$ cat src/rtl/sfal_pkg.sv
`timescale 1ns / 1ps

package sfal_pkg;

   localparam int NUM_LISTS     = 5;
   localparam int LIST_CAPACITY = 16;
   localparam int ADDR_WIDTH    = 32;

   localparam int MEM_DEPTH = NUM_LISTS * LIST_CAPACITY;
   localparam int MEM_AW    = $clog2(MEM_DEPTH);
   localparam int CNT_W     = $clog2(LIST_CAPACITY + 1);
   localparam int POS_W     = $clog2(LIST_CAPACITY);

   typedef enum logic [2:0] {
      OP_INSERT   = 3'd0,
      OP_DELETE   = 3'd1,
      OP_FIRST    = 3'd2,
      OP_NEXT     = 3'd3,
      OP_PREVIOUS = 3'd4,
      OP_EMPTY    = 3'd5
   } opcode_type;

   typedef enum logic [1:0] {
      ST_OK        = 2'd0,
      ST_NOT_FOUND = 2'd1,
      ST_FULL      = 2'd2,
      ST_ZERO      = 2'd3
   } status_type;

   typedef enum logic [3:0] {
      S_IDLE,
      S_CHECK,
      S_INS_CHK,
      S_INS_CMP,
      S_FIND_RD,
      S_FIND_CMP,
      S_DEL_CHK,
      S_DEL_WR,
      S_FIRST_RD,
      S_RES_CAP,
      S_FIN
   } state_type;

   // read position relative to the working index
   typedef enum logic [1:0] {
      RD_IDX,
      RD_DEC,
      RD_INC
   } rd_sel_type;

   typedef enum logic {
      WD_ADDR,
      WD_RDDATA
   } wr_sel_type;

   typedef enum logic {
      RES_RDDATA,
      RES_PREV
   } res_sel_type;

   typedef enum logic [2:0] {
      IDX_HOLD,
      IDX_CLEAR,
      IDX_COUNT,
      IDX_INC,
      IDX_DEC
   } idx_op_type;

   typedef enum logic [1:0] {
      CNT_HOLD,
      CNT_INC,
      CNT_DEC
   } cnt_op_type;

   typedef struct packed {
      logic        capture;
      logic        rd_en;
      rd_sel_type  rd_sel;
      logic        wr_en;
      wr_sel_type  wr_sel;
      idx_op_type  idx_op;
      cnt_op_type  cnt_op;
      logic        save_prev;
      logic        res_load;
      res_sel_type res_sel;
      logic        st_load;
      status_type  st_code;
      logic        rsp_load;
   } ctl_cmd_type;

   typedef struct packed {
      opcode_type op;
      logic       list_bad;
      logic       addr_zero;
      logic       cnt_zero;
      logic       cnt_full;
      logic       idx_zero;
      logic       idx_end;   // idx >= count
      logic       idx_last;  // idx + 1 >= count
      logic       rd_ge;     // read entry >= operand
      logic       rd_eq;     // read entry == operand
   } dp_stat_type;

endpackage

$ cat src/rtl/sorted_free_address_lists_top.sv
`timescale 1ns / 1ps

// Sorted free address lists: NUM_LISTS lists, one per size class, each holding up
// to LIST_CAPACITY block addresses in ascending order in one shared entry memory
// (one write port, one registered read port) with a reset-cleared count per list.
// Each request names an opcode (insert, delete, first, next, previous, empty
// test), a list and an address, and yields exactly one response carrying the
// found address (0 = none), the list's empty flag after the operation and a
// status (ok, not found, list full, address zero rejected). Insert places the
// address ahead of equal entries; delete, next and previous act on the first
// equal entry. One request is worked at a time; the search and the shift walk
// the list one entry at a time through the memory's single read port (read,
// then compare or write). The response sits in an output register, so a new
// request is taken while the previous response still waits. No clearing pass
// is needed after reset: entries beyond a list's count are never read.

module sorted_free_address_lists_top
   import sfal_pkg::*;
(
   input  logic        clock,
   input  logic        reset,
   input  logic        req_valid,
   output logic        req_ready,
   input  logic [2:0]  req_opcode,
   input  logic [2:0]  req_list_index,
   input  logic [31:0] req_block_address,
   output logic        rsp_valid,
   input  logic        rsp_ready,
   output logic [31:0] rsp_result_address,
   output logic        rsp_list_empty,
   output logic [1:0]  rsp_status
);

   // controller <-> datapath
   ctl_cmd_type cmd;
   dp_stat_type stat;

   // sequencer: request/response transfer handshake and per-op step order
   sfal_ctl u_ctl (
      .clock     (clock),
      .reset     (reset),
      .req_valid (req_valid),
      .req_ready (req_ready),
      .rsp_valid (rsp_valid),
      .rsp_ready (rsp_ready),
      .stat      (stat),
      .cmd       (cmd)
   );

   // operand registers, list counts, entry memory and response register
   sfal_dp u_dp (
      .clock              (clock),
      .reset              (reset),
      .req_opcode         (req_opcode),
      .req_list_index     (req_list_index),
      .req_block_address  (req_block_address),
      .rsp_result_address (rsp_result_address),
      .rsp_list_empty     (rsp_list_empty),
      .rsp_status         (rsp_status),
      .cmd                (cmd),
      .stat               (stat)
   );

endmodule

$ cat src/rtl/sfal_ram.sv
`timescale 1ns / 1ps

module sfal_ram #(
   parameter int WIDTH = 32,
   parameter int DEPTH = 80
) (
   input  logic                     clock,
   input  logic                     wr_en,
   input  logic [$clog2(DEPTH)-1:0] wr_addr,
   input  logic [WIDTH-1:0]         wr_data,
   input  logic                     rd_en,
   input  logic [$clog2(DEPTH)-1:0] rd_addr,
   output logic [WIDTH-1:0]         rd_data
);

   logic [WIDTH-1:0] mem [DEPTH];
   logic [WIDTH-1:0] rd_data_ff;

   always_ff @(posedge clock) begin
      if (wr_en) begin
         mem[wr_addr] <= wr_data;
      end
      if (rd_en) begin
         rd_data_ff <= mem[rd_addr];
      end
   end

   assign rd_data = rd_data_ff;

endmodule

$ cat src/rtl/sfal_ctl.sv
`timescale 1ns / 1ps

module sfal_ctl
   import sfal_pkg::*;
(
   input  logic        clock,
   input  logic        reset,
   input  logic        req_valid,
   output logic        req_ready,
   output logic        rsp_valid,
   input  logic        rsp_ready,
   input  dp_stat_type stat,
   output ctl_cmd_type cmd
);

   state_type state_ff, state_in;
   logic      rsp_valid_ff, rsp_valid_in;

   always_ff @(posedge clock) begin
      if (reset) begin
         state_ff     <= S_IDLE;
         rsp_valid_ff <= 1'b0;
      end else begin
         state_ff     <= state_in;
         rsp_valid_ff <= rsp_valid_in;
      end
   end

   always_comb begin
      state_in      = state_ff;
      cmd           = '0;
      cmd.rd_sel    = RD_IDX;
      cmd.wr_sel    = WD_ADDR;
      cmd.idx_op    = IDX_HOLD;
      cmd.cnt_op    = CNT_HOLD;
      cmd.res_sel   = RES_RDDATA;
      cmd.st_code   = ST_OK;
      req_ready     = 1'b0;

      case (state_ff)
         S_IDLE: begin
            req_ready = 1'b1;
            if (req_valid) begin
               cmd.capture = 1'b1;
               state_in    = S_CHECK;
            end
         end

         S_CHECK: begin
            if (stat.list_bad) begin
               cmd.st_load = 1'b1;
               cmd.st_code = ST_NOT_FOUND;
               state_in    = S_FIN;
            end else if (stat.addr_zero && (stat.op == OP_INSERT || stat.op == OP_DELETE ||
                                            stat.op == OP_NEXT || stat.op == OP_PREVIOUS)) begin
               cmd.st_load = 1'b1;
               cmd.st_code = ST_ZERO;
               state_in    = S_FIN;
            end else begin
               case (stat.op)
                  OP_INSERT: begin
                     if (stat.cnt_full) begin
                        cmd.st_load = 1'b1;
                        cmd.st_code = ST_FULL;
                        state_in    = S_FIN;
                     end else begin
                        cmd.idx_op = IDX_COUNT;
                        state_in   = S_INS_CHK;
                     end
                  end
                  OP_DELETE, OP_NEXT, OP_PREVIOUS: begin
                     cmd.idx_op = IDX_CLEAR;
                     state_in   = S_FIND_RD;
                  end
                  OP_FIRST: begin
                     cmd.idx_op = IDX_CLEAR;
                     state_in   = stat.cnt_zero ? S_FIN : S_FIRST_RD;
                  end
                  default: begin
                     state_in = S_FIN;
                  end
               endcase
            end
         end

         // insert: walk down from the tail, moving entries >= operand up one slot
         S_INS_CHK: begin
            if (stat.idx_zero) begin
               cmd.wr_en  = 1'b1;
               cmd.wr_sel = WD_ADDR;
               cmd.cnt_op = CNT_INC;
               state_in   = S_FIN;
            end else begin
               cmd.rd_en  = 1'b1;
               cmd.rd_sel = RD_DEC;
               state_in   = S_INS_CMP;
            end
         end

         S_INS_CMP: begin
            cmd.wr_en = 1'b1;
            if (stat.rd_ge) begin
               cmd.wr_sel = WD_RDDATA;
               cmd.idx_op = IDX_DEC;
               state_in   = S_INS_CHK;
            end else begin
               cmd.wr_sel = WD_ADDR;
               cmd.cnt_op = CNT_INC;
               state_in   = S_FIN;
            end
         end

         // linear search for the first equal entry
         S_FIND_RD: begin
            if (stat.idx_end) begin
               cmd.st_load = 1'b1;
               cmd.st_code = ST_NOT_FOUND;
               state_in    = S_FIN;
            end else begin
               cmd.rd_en  = 1'b1;
               cmd.rd_sel = RD_IDX;
               state_in   = S_FIND_CMP;
            end
         end

         S_FIND_CMP: begin
            if (stat.rd_eq) begin
               case (stat.op)
                  OP_DELETE: begin
                     state_in = S_DEL_CHK;
                  end
                  OP_NEXT: begin
                     if (stat.idx_last) begin
                        state_in = S_FIN;
                     end else begin
                        cmd.rd_en  = 1'b1;
                        cmd.rd_sel = RD_INC;
                        state_in   = S_RES_CAP;
                     end
                  end
                  default: begin
                     cmd.res_load = !stat.idx_zero;
                     cmd.res_sel  = RES_PREV;
                     state_in     = S_FIN;
                  end
               endcase
            end else begin
               cmd.save_prev = 1'b1;
               cmd.idx_op    = IDX_INC;
               state_in      = S_FIND_RD;
            end
         end

         // delete: pull the following entries down one slot
         S_DEL_CHK: begin
            if (stat.idx_last) begin
               cmd.cnt_op = CNT_DEC;
               state_in   = S_FIN;
            end else begin
               cmd.rd_en  = 1'b1;
               cmd.rd_sel = RD_INC;
               state_in   = S_DEL_WR;
            end
         end

         S_DEL_WR: begin
            cmd.wr_en  = 1'b1;
            cmd.wr_sel = WD_RDDATA;
            cmd.idx_op = IDX_INC;
            state_in   = S_DEL_CHK;
         end

         S_FIRST_RD: begin
            cmd.rd_en  = 1'b1;
            cmd.rd_sel = RD_IDX;
            state_in   = S_RES_CAP;
         end

         S_RES_CAP: begin
            cmd.res_load = 1'b1;
            cmd.res_sel  = RES_RDDATA;
            state_in     = S_FIN;
         end

         S_FIN: begin
            if (!rsp_valid_ff || rsp_ready) begin
               cmd.rsp_load = 1'b1;
               state_in     = S_IDLE;
            end
         end

         default: begin
            state_in = S_IDLE;
         end
      endcase
   end

   always_comb begin
      rsp_valid_in = rsp_valid_ff;
      if (cmd.rsp_load) begin
         rsp_valid_in = 1'b1;
      end else if (rsp_ready) begin
         rsp_valid_in = 1'b0;
      end
   end

   assign rsp_valid = rsp_valid_ff;

endmodule

$ cat src/rtl/sfal_dp.sv
`timescale 1ns / 1ps

module sfal_dp
   import sfal_pkg::*;
(
   input  logic        clock,
   input  logic        reset,
   input  logic [2:0]  req_opcode,
   input  logic [2:0]  req_list_index,
   input  logic [31:0] req_block_address,
   output logic [31:0] rsp_result_address,
   output logic        rsp_list_empty,
   output logic [1:0]  rsp_status,
   input  ctl_cmd_type cmd,
   output dp_stat_type stat
);

   opcode_type            op_ff, op_in;
   logic [2:0]            list_ff, list_in;
   logic [ADDR_WIDTH-1:0] addr_ff, addr_in;
   logic [CNT_W-1:0]      idx_ff, idx_in;
   logic [ADDR_WIDTH-1:0] prev_ff, prev_in;
   logic [ADDR_WIDTH-1:0] res_ff, res_in;
   status_type            st_ff, st_in;
   logic [CNT_W-1:0]      count_ff [NUM_LISTS];
   logic [CNT_W-1:0]      count_in [NUM_LISTS];
   logic [31:0]           rsp_addr_ff, rsp_addr_in;
   logic                  rsp_empty_ff, rsp_empty_in;
   logic [1:0]            rsp_st_ff, rsp_st_in;

   logic [CNT_W-1:0]      cur_count;
   logic                  list_bad;
   logic [CNT_W-1:0]      idx_inc, idx_dec, rd_idx;
   logic [MEM_AW-1:0]     row_base, mem_rd_addr, mem_wr_addr;
   logic [ADDR_WIDTH-1:0] mem_wr_data, mem_rd_data;

   assign list_bad = int'(list_ff) >= NUM_LISTS;

   always_comb begin
      cur_count = '0;
      for (int k = 0; k < NUM_LISTS; k++) begin
         if (int'(list_ff) == k) begin
            cur_count = count_ff[k];
         end
      end
   end

   // entry memory addressing: list row plus position in the row
   assign idx_inc  = idx_ff + 1'b1;
   assign idx_dec  = idx_ff - 1'b1;
   assign row_base = MEM_AW'(int'(list_ff) * LIST_CAPACITY);

   always_comb begin
      case (cmd.rd_sel)
         RD_DEC:  rd_idx = idx_dec;
         RD_INC:  rd_idx = idx_inc;
         default: rd_idx = idx_ff;
      endcase
   end

   assign mem_rd_addr = row_base + MEM_AW'(rd_idx[POS_W-1:0]);
   assign mem_wr_addr = row_base + MEM_AW'(idx_ff[POS_W-1:0]);
   assign mem_wr_data = (cmd.wr_sel == WD_RDDATA) ? mem_rd_data : addr_ff;

   sfal_ram #(
      .WIDTH (ADDR_WIDTH),
      .DEPTH (MEM_DEPTH)
   ) u_entries (
      .clock   (clock),
      .wr_en   (cmd.wr_en),
      .wr_addr (mem_wr_addr),
      .wr_data (mem_wr_data),
      .rd_en   (cmd.rd_en),
      .rd_addr (mem_rd_addr),
      .rd_data (mem_rd_data)
   );

   always_comb begin
      stat.op        = op_ff;
      stat.list_bad  = list_bad;
      stat.addr_zero = (addr_ff == '0);
      stat.cnt_zero  = (cur_count == '0);
      stat.cnt_full  = (int'(cur_count) >= LIST_CAPACITY);
      stat.idx_zero  = (idx_ff == '0);
      stat.idx_end   = (idx_ff >= cur_count);
      stat.idx_last  = (idx_inc >= cur_count);
      stat.rd_ge     = (mem_rd_data >= addr_ff);
      stat.rd_eq     = (mem_rd_data == addr_ff);
   end

   always_comb begin
      op_in        = op_ff;
      list_in      = list_ff;
      addr_in      = addr_ff;
      idx_in       = idx_ff;
      prev_in      = prev_ff;
      res_in       = res_ff;
      st_in        = st_ff;
      rsp_addr_in  = rsp_addr_ff;
      rsp_empty_in = rsp_empty_ff;
      rsp_st_in    = rsp_st_ff;

      if (cmd.capture) begin
         op_in   = opcode_type'(req_opcode);
         list_in = req_list_index;
         addr_in = ADDR_WIDTH'(req_block_address);
         res_in  = '0;
         st_in   = ST_OK;
      end

      case (cmd.idx_op)
         IDX_CLEAR: idx_in = '0;
         IDX_COUNT: idx_in = cur_count;
         IDX_INC:   idx_in = idx_inc;
         IDX_DEC:   idx_in = idx_dec;
         default:   idx_in = idx_ff;
      endcase

      if (cmd.save_prev) begin
         prev_in = mem_rd_data;
      end
      if (cmd.res_load) begin
         res_in = (cmd.res_sel == RES_PREV) ? prev_ff : mem_rd_data;
      end
      if (cmd.st_load) begin
         st_in = cmd.st_code;
      end

      if (cmd.rsp_load) begin
         rsp_addr_in  = 32'(res_ff);
         rsp_empty_in = list_bad || (cur_count == '0);
         rsp_st_in    = st_ff;
      end
   end

   always_comb begin
      for (int k = 0; k < NUM_LISTS; k++) begin
         count_in[k] = count_ff[k];
         if (int'(list_ff) == k) begin
            case (cmd.cnt_op)
               CNT_INC: count_in[k] = count_ff[k] + 1'b1;
               CNT_DEC: count_in[k] = count_ff[k] - 1'b1;
               default: count_in[k] = count_ff[k];
            endcase
         end
      end
   end

   always_ff @(posedge clock) begin
      if (reset) begin
         for (int k = 0; k < NUM_LISTS; k++) begin
            count_ff[k] <= '0;
         end
      end else begin
         for (int k = 0; k < NUM_LISTS; k++) begin
            count_ff[k] <= count_in[k];
         end
      end
   end

   always_ff @(posedge clock) begin
      op_ff        <= op_in;
      list_ff      <= list_in;
      addr_ff      <= addr_in;
      idx_ff       <= idx_in;
      prev_ff      <= prev_in;
      res_ff       <= res_in;
      st_ff        <= st_in;
      rsp_addr_ff  <= rsp_addr_in;
      rsp_empty_ff <= rsp_empty_in;
      rsp_st_ff    <= rsp_st_in;
   end

   assign rsp_result_address = rsp_addr_ff;
   assign rsp_list_empty     = rsp_empty_ff;
   assign rsp_status         = rsp_st_ff;

   a_wr_valid_list: assert property (@(posedge clock) disable iff (reset)
      cmd.wr_en |-> !list_bad)
      else $error("entry write to a nonexistent list");

   a_rd_in_range: assert property (@(posedge clock) disable iff (reset)
      cmd.rd_en |-> (int'(mem_rd_addr) < MEM_DEPTH))
      else $error("entry read beyond memory depth");

   a_cnt_bound: assert property (@(posedge clock) disable iff (reset)
      int'(cur_count) <= LIST_CAPACITY)
      else $error("list count above capacity");

   a_cnt_inc: assert property (@(posedge clock) disable iff (reset)
      (cmd.cnt_op == CNT_INC) |=> (int'(cur_count) == int'($past(cur_count)) + 1))
      else $error("insert did not grow the list by one");

endmodule
$ cat config.mk
export PLATFORM = sky130hd
export DESIGN_NAME = sorted_free_address_lists_top
export DESIGN_NICKNAME = d
export VERILOG_FILES = /design/src/rtl/sfal_pkg.sv /design/src/rtl/sorted_free_address_lists_top.sv /design/src/rtl/sfal_ram.sv /design/src/rtl/sfal_ctl.sv /design/src/rtl/sfal_dp.sv
export SDC_FILE = /design/constraint.sdc
export NUM_CORES = 2
export LEC_CHECK = 0
export BUFFER_PORTS_ARGS = -buffer_cell sky130_fd_sc_hd__buf_2
export CAP_MARGIN = 10
export CORE_MARGIN = 2
export CORE_UTILIZATION = 50
export CTS_CLUSTER_SIZE = 16
export DETAILED_ROUTE_END_ITERATION = 16
export PLACE_DENSITY_LB_ADDON = 0.2
export REMOVE_ABC_BUFFERS = 1
export SETUP_SLACK_MARGIN = 0.15
export SLEW_MARGIN = 40
export SYNTH_ARGS = -nofsm -noshare
export SYNTH_HDL_FRONTEND = slang
export SYNTH_SLANG_ARGS = --single-unit
$ cat constraint.sdc
create_clock -name clock -period 14 [get_ports clock]
set_clock_uncertainty 0.2 [all_clocks]
set_input_delay 0.7 -clock clock [delete_from_list [all_inputs] [get_ports clock]]
set_output_delay 0.7 -clock clock [all_outputs]
set_load 0.005 [all_outputs]
Word level (Yosys, flattened, before mapping)
Memory sizes are Yosys's and may differ from the RTL's. A register that Yosys moved wholly into a read port is not among the register bits. Index checks and enable logic that the tools add are counted.

Add/sub/neg operators: 14. $lt $le $gt $ge: 5. Eq/ne operators: 29. Mux-type cells: 86. Bitwise logic cells: 5. Reductions and logical operators: 22.

Operators by type and width (count): $mux W32 (4); $mux W5 (15); $pmux W5 S2 (5); $pmux W4 S11 (1); $mux W4 (10); $mux W3 (13); $eq A32 B32 Y1 (1); $ge A32 B32 Y1 (1); $logic_not A32 Y1 (1); $add A5 B1 Y5 const B (6); $sub A5 B1 Y5 const B (6); $mux W2 (10); $pmux W5 S4 (1); $mux W1 (17); $eq A4 B3 Y1 const B (4); $pmux W4 S2 (2); $eq A3 B2 Y1 const B (5); $eq A3 B3 Y1 const B (5); $pmux W3 S5 (1); $add A7 B4 Y7 (2); $eq A4 B4 Y1 const B (3); $pmux W2 S3 (2); $pmux W3 S2 (2); $pmux W3 S4 (1); other kinds (25) (43).

Flip-flop bits (word level): 149. RAM bits: 2585. Bits of input ports: 42. Memories: 2.

Memories: u_dp.u_entries.mem (words 80, bits a word 32, read ports 1, clocked after memory_dff 1, write ports 1, line sfal_ram.sv:16) `logic [WIDTH-1:0] mem [DEPTH];`; u_dp.count_ff (words 5, bits a word 5, read ports 5, clocked after memory_dff 0, write ports 5, line sfal_dp.sv:25) `logic [CNT_W-1:0] count_ff [NUM_LISTS];`.

Longest topological paths before layout
Depth in word-level cells: 14. Gate-level depth with buffers: 28. Depth with buffers taken out: 20.

Cells and area by module
From an unflattened synthesis, not the netlist that was laid out.

Cell total of the unflattened synthesis: 5127. Area, all modules: 108206.3 sq um.

By module, submodules not included: sfal_ram (times used 1, cells an instance 4315, area each 98897.4 sq um); sfal_dp (times used 1, cells an instance 704, area each 8598.2 sq um); sfal_ctl (times used 1, cells an instance 108, area each 710.7 sq um).

Worst setup path after synthesis
No wires, ideal clock.

Path type: reg-to-reg. Start point: register u_dp.list_ff[0]. End point: register u_dp.u_entries.rd_data_ff[0] (netlist: u_dp.u_entries.rd_data[0]) (read register of u_dp.u_entries.mem), enable pin. Library setup time: 0.472 ns. Arrival: 5.127 ns. Setup slack: 8.201 ns. Stages on the path, launching flop included: 13. Buffers on the path: 1. Cell sequence: edfxtp_1 > clkbuf_1 > mux4_2 > inv_1 > o22ai_1 > ha_1 > nand2b_1 > a21o_1 > a21o_1 > a21o_1 > a21oi_1 > a221oi_1 > o31ai_1.

RTL lines: from (decl) (line sfal_dp.sv:19) `logic [2:0] list_ff, list_in;`; from (signal assigned) (line sfal_dp.sv:163) `list_ff <= list_in;`; to (decl) (line sfal_ram.sv:17) `logic [WIDTH-1:0] rd_data_ff;`.

Worst setup path after layout
Start point: register u_dp.list_ff[0]. End point: register u_dp.u_entries.rd_data_ff[20] (netlist: u_dp.u_entries.rd_data[20]) (read register of u_dp.u_entries.mem), data pin.

Longest elaborated chain between the ends: 14. Elaborated cells on any way between the ends: 21. Classes of those cells: 1 x add/sub; 2 x order compare; 6 x eq/ne; 11 x mux; 1 x reduce/logical.

Ends and longest elaborated chain: $logic_not A3 Y1 (line sfal_dp.sv:42) `if (int'(list_ff) == k) begin`; $mux W5 (5 in a row) (line sfal_dp.sv:42); $ge A5 B5 Y1 (line sfal_dp.sv:86) `stat.idx_last = (idx_inc >= cur_count);`; $mux W3 (line sfal_ctl.sv:133, sfal_ctl.sv:156); $mux W3 (line sfal_ctl.sv:128) `case (stat.op)`; $mux W3 (line sfal_ctl.sv:127) `if (stat.rd_eq) begin`; $pmux W3 S5 (line sfal_ctl.sv:40) `case (state_ff)`; $eq A2 B2 Y1 or $eq A2 B1 Y1 (tied branches) (line sfal_dp.sv:54) `case (cmd.rd_sel)`; $pmux W4 S2 (line sfal_dp.sv:54); $add A7 B4 Y7 (line sfal_dp.sv:61) `assign mem_rd_addr = row_base + MEM_AW'(rd_idx[POS_W-1:0]);`.

Parallel ways exist; a longest one is shown, timed or not. A chain may end at the register's enable or synchronous reset.

==> results.cfg <==
[routing]
firstDrtPassIters = 6
wl_per_cell_microns = 33.1
drt-total-wl_microns = 322000
dr_wl_met2_microns = 143000
drc = 0
top_layer = met5
ant_nets = 0
m1WireLength_microns = 127000
initialDrtViolationCount = 9408
dr_total_vias = 62900
wl_met3_microns = 38600
drt-vias-per-instance = 6.47

[clock_network]
ctsLongestPathBuffers = 4
clock-root-buffer = clkbuf_16
htreeDepth = 5
cts_tree = done
numCtsBuffers = 296
ctsResizeCount = 0
clk_latency_ns = 0.96
clk_pin_slew_ns = 0.06
cts_sinks = 2766

[timing]
rsz0062_at_grt = false
tightest_slew_ns = 1.16
slew_headroom = 0.224
hold_viol = 0
setup_viol = 0
period_minus_slack_ns = 9.77
post-route-period-util = 0.698
drv_slew = 0
max_freq_mhz = 102
fin_ws_ns = 4.23

[worst_hold_path]
min_path_type = in -> reg
hp-start = req_valid
hold-path-cell-count = 3
min_to = u_dp.st_ff[1]

[global_route]
grt_pass1_wl_microns = 453000
grt_max_degree = 126
grt_usage = 0.286
antenna_found_initial = 15
grt_overflow = 0
grt_pass1_vias = 60500

[placed_design]
pre_cts_slack_ns = 4.62
dpl-instance-area_sq_um = 115000
gp_congestion = 0.891
dpl.hpwl_microns = 176000
portBuffers = 78

[synthesis]
yosysTopAreaCellShare = 0.748
synthFlopType = edfxtp_1
syn_area_sq_um = 110000
synthDistinctLibCells = 80
async_reset_ff_frac = 0
netlist_top_cells_area = edfxtp_1 75%, mux4_2 6.5%, nand2_1 2.5%, mux2i_1 2.1%, a211oi_1 1.8%
synthCells = 6442
avgSynthCellArea_sq_um = 17.0
seq_area_frac_synth = 0.754
synth_edf_count = 2736
ys_ff_latch = 2766
ys_warn_count = 0
yosys.area.top_type = edfxtp_1

[cells_and_area]
multi_input_area_sq_um = 25500
design_area_sq_um = 124000
area_growth_pct = 13.3
final-seq-area_sq_um = 82800
post-route-util = 0.568
n_fill_cell = 16300
finalNetCount = 6750
layout-drive-gt1-share = 0.170

[worst_setup_path]
crit_path_start_kind = flop
cp_data_required_time_ns = 14.48
path_max_fanout = 110
end_kind = flop
r2r_end = u_dp.u_entries.rd_data[20]
rrSetupSlack_ns = 4.23
cp.arrival_ns = 10.25
r2r_start = u_dp.list_ff[0]
reg2regPathDepth = 21
critical_path_class = reg -> reg

[floorplan]
start_util = 0.501
die_w_microns = 473
row_count = 172
die_y_microns = 473
io_pins = 79
core_sq_um = 219000
dieArea_sq_um = 223000

[outcome]
status = completed

[pwr]
power.internal_mw = 16.1
pwr-share-comb = 0.251
cellPowerDensity_nw_per_um2 = 191
irDropWorstVdd_mv = 0.162
sw_frac_of_total = 0.323
p_seq_frac = 0.434
p_sw_mw = 7.67
pwr-share-clk = 0.315
leakage_nw = 40.8

[run]
drv_cap = 0
==> metal layers <==
layer / up-vias / global-route usage
met5: - / 0
met4: 6 / 0.116
met3: 606 / 0.0704
met2: 3815 / 0.422
met1: 32600 / 0.409
li1: 25900 / -
==> stage by stage <==
step	cells	hold WS, ns	total power, mW	setup TNS [ns]
after CTS	9714	0.0226	23.7	0
after detailed placement	9171	0.205	16.3	0
after floorplan	6048	0.200	15.8	-2110.11
final	9721	0.0620	23.7	0
after global placement	9166	0.206	16.2	0
after global routing	9719	0.0709	24.4	0
==> final cells by class <==
type	count	area share
clock inverters	140	0.00966
multi-input cells	3017	0.205
flip-flops and latches	2766	0.666
well taps	2871	0.0289
clock buffers	364	0.0632
repair buffers	294	0.0192
diodes	4	0.0000805
inverters	265	0.00802
==> flip-flops by register name, indices dropped and copies added (netlist names) <==
name and flops:
u_ctl.state_ff 4, u_dp.res_ff 32, u_dp.addr_ff 32, u_ctl.rsp_valid 1, u_dp.prev_ff 32, u_dp.rsp_list_empty 1
u_dp.count_ff 25, u_dp.rsp_status 2, u_dp.rsp_result_address 32, u_dp.u_entries.rd_data 32, u_dp.list_ff 3, u_dp.idx_ff 5
u_dp.op_ff 3, u_dp.u_entries.mem 2560, u_dp.st_ff 2
==> what timing repair did <==
item,CTS,global route
endpoints found under the hold margin,39,0
setup buffers,0,0
hold buffers,39,0
==> synth_stat cells, drive strengths merged, types with 63 or more instances <==
library cell	number
mux4	318
mux2i	231
inv	265
a32oi	66
clkbuf	205
and3	74
a2111oi	97
a211oi	260
a21oi	195
buf	189
nand3	138
edfxtp	2736
nand2	720
ha	63
nor2	183
==> how the worst max path moves through the flow <==
| stage | from | to | slack [ns] | cells after the start |
|---|---|---|---|---|
| 6_report | u_dp.list_ff[0] | u_dp.u_entries.rd_data[20] | 4.23 | 21 |
| 5_1_grt | u_dp.list_ff[0] | u_dp.u_entries.rd_data[23] | 4.14 | 22 |
| 4_1_cts | u_dp.list_ff[0] | u_dp.u_entries.rd_data[20] | 4.58 | 22 |
| 3_5_place_dp | u_dp.list_ff[0] | u_dp.u_entries.rd_data[10] | 4.62 | 22 |
| 3_3_place_gp | u_dp.list_ff[0] | u_dp.u_entries.rd_data[10] | 4.50 | 22 |
| 2_1_floorplan | u_dp.list_ff[0] | u_dp.u_entries.rd_data[29] | -66.06 | 19 |
==> kinds of logic (layout without fill, tap and decap cells) <==
family,Yosys count,after routing,share of synthesized area
adders and majority gates,68,68,0.00809
buffers and inverters,659,1063,0.0251
and+or+nand+nor,1327,1327,0.0536
other,0,4,0
AOI/OAI and AO/OA,1008,1008,0.0672
muxes,583,583,0.0898
xor gates and xnor gates,31,31,0.00247
DFF,2766,2766,0.754
==> power by group through the flow <==
| stage | logic (mW) | clock network (mW) | registers (mW) |
|---|---|---|---|
| floorplan | 5.55 | 0 | 10.3 |
| global placement | 5.71 | 0 | 10.5 |
| detailed placement | 5.86 | 0 | 10.5 |
| CTS | 5.88 | 7.54 | 10.3 |
| global route | 6.24 | 7.87 | 10.3 |
| finish | 5.97 | 7.47 | 10.3 |
==> worst max-delay path, stage by stage, from the launching register on <==
cell and delay [ns]:
edfxtp_1 0.72, buf_4 0.83, mux4_2 0.61, inv_1 0.10, o22ai_1 0.12, ha_1 0.34
a21boi_0 0.08, o21a_1 0.17, o21ai_0 0.19, nand2b_1 0.08, a21oi_1 0.27, o21ai_0 0.36
ha_1 0.59, or3b_1 0.46, o211ai_4 0.57, a21o_4 0.71, buf_12 0.51, nand2_1 0.61
o22ai_1 0.89, a32oi_1 0.25, nand4_1 0.27, nand3_1 0.09
==> placed cells by master, fill, tap and decap left out, types with 82 or more instances in the layout <==
cell       instances
nor2_1           100
a211oi_1         258
inv_1            264
nand2_1          713
clkbuf_16        304
mux4_2           318
edfxtp_1        2736
mux2i_1          224
nor2_4            82
buf_4            149
a21oi_1          193
nand3_1          136
Power figures use the tool's default switching activity.
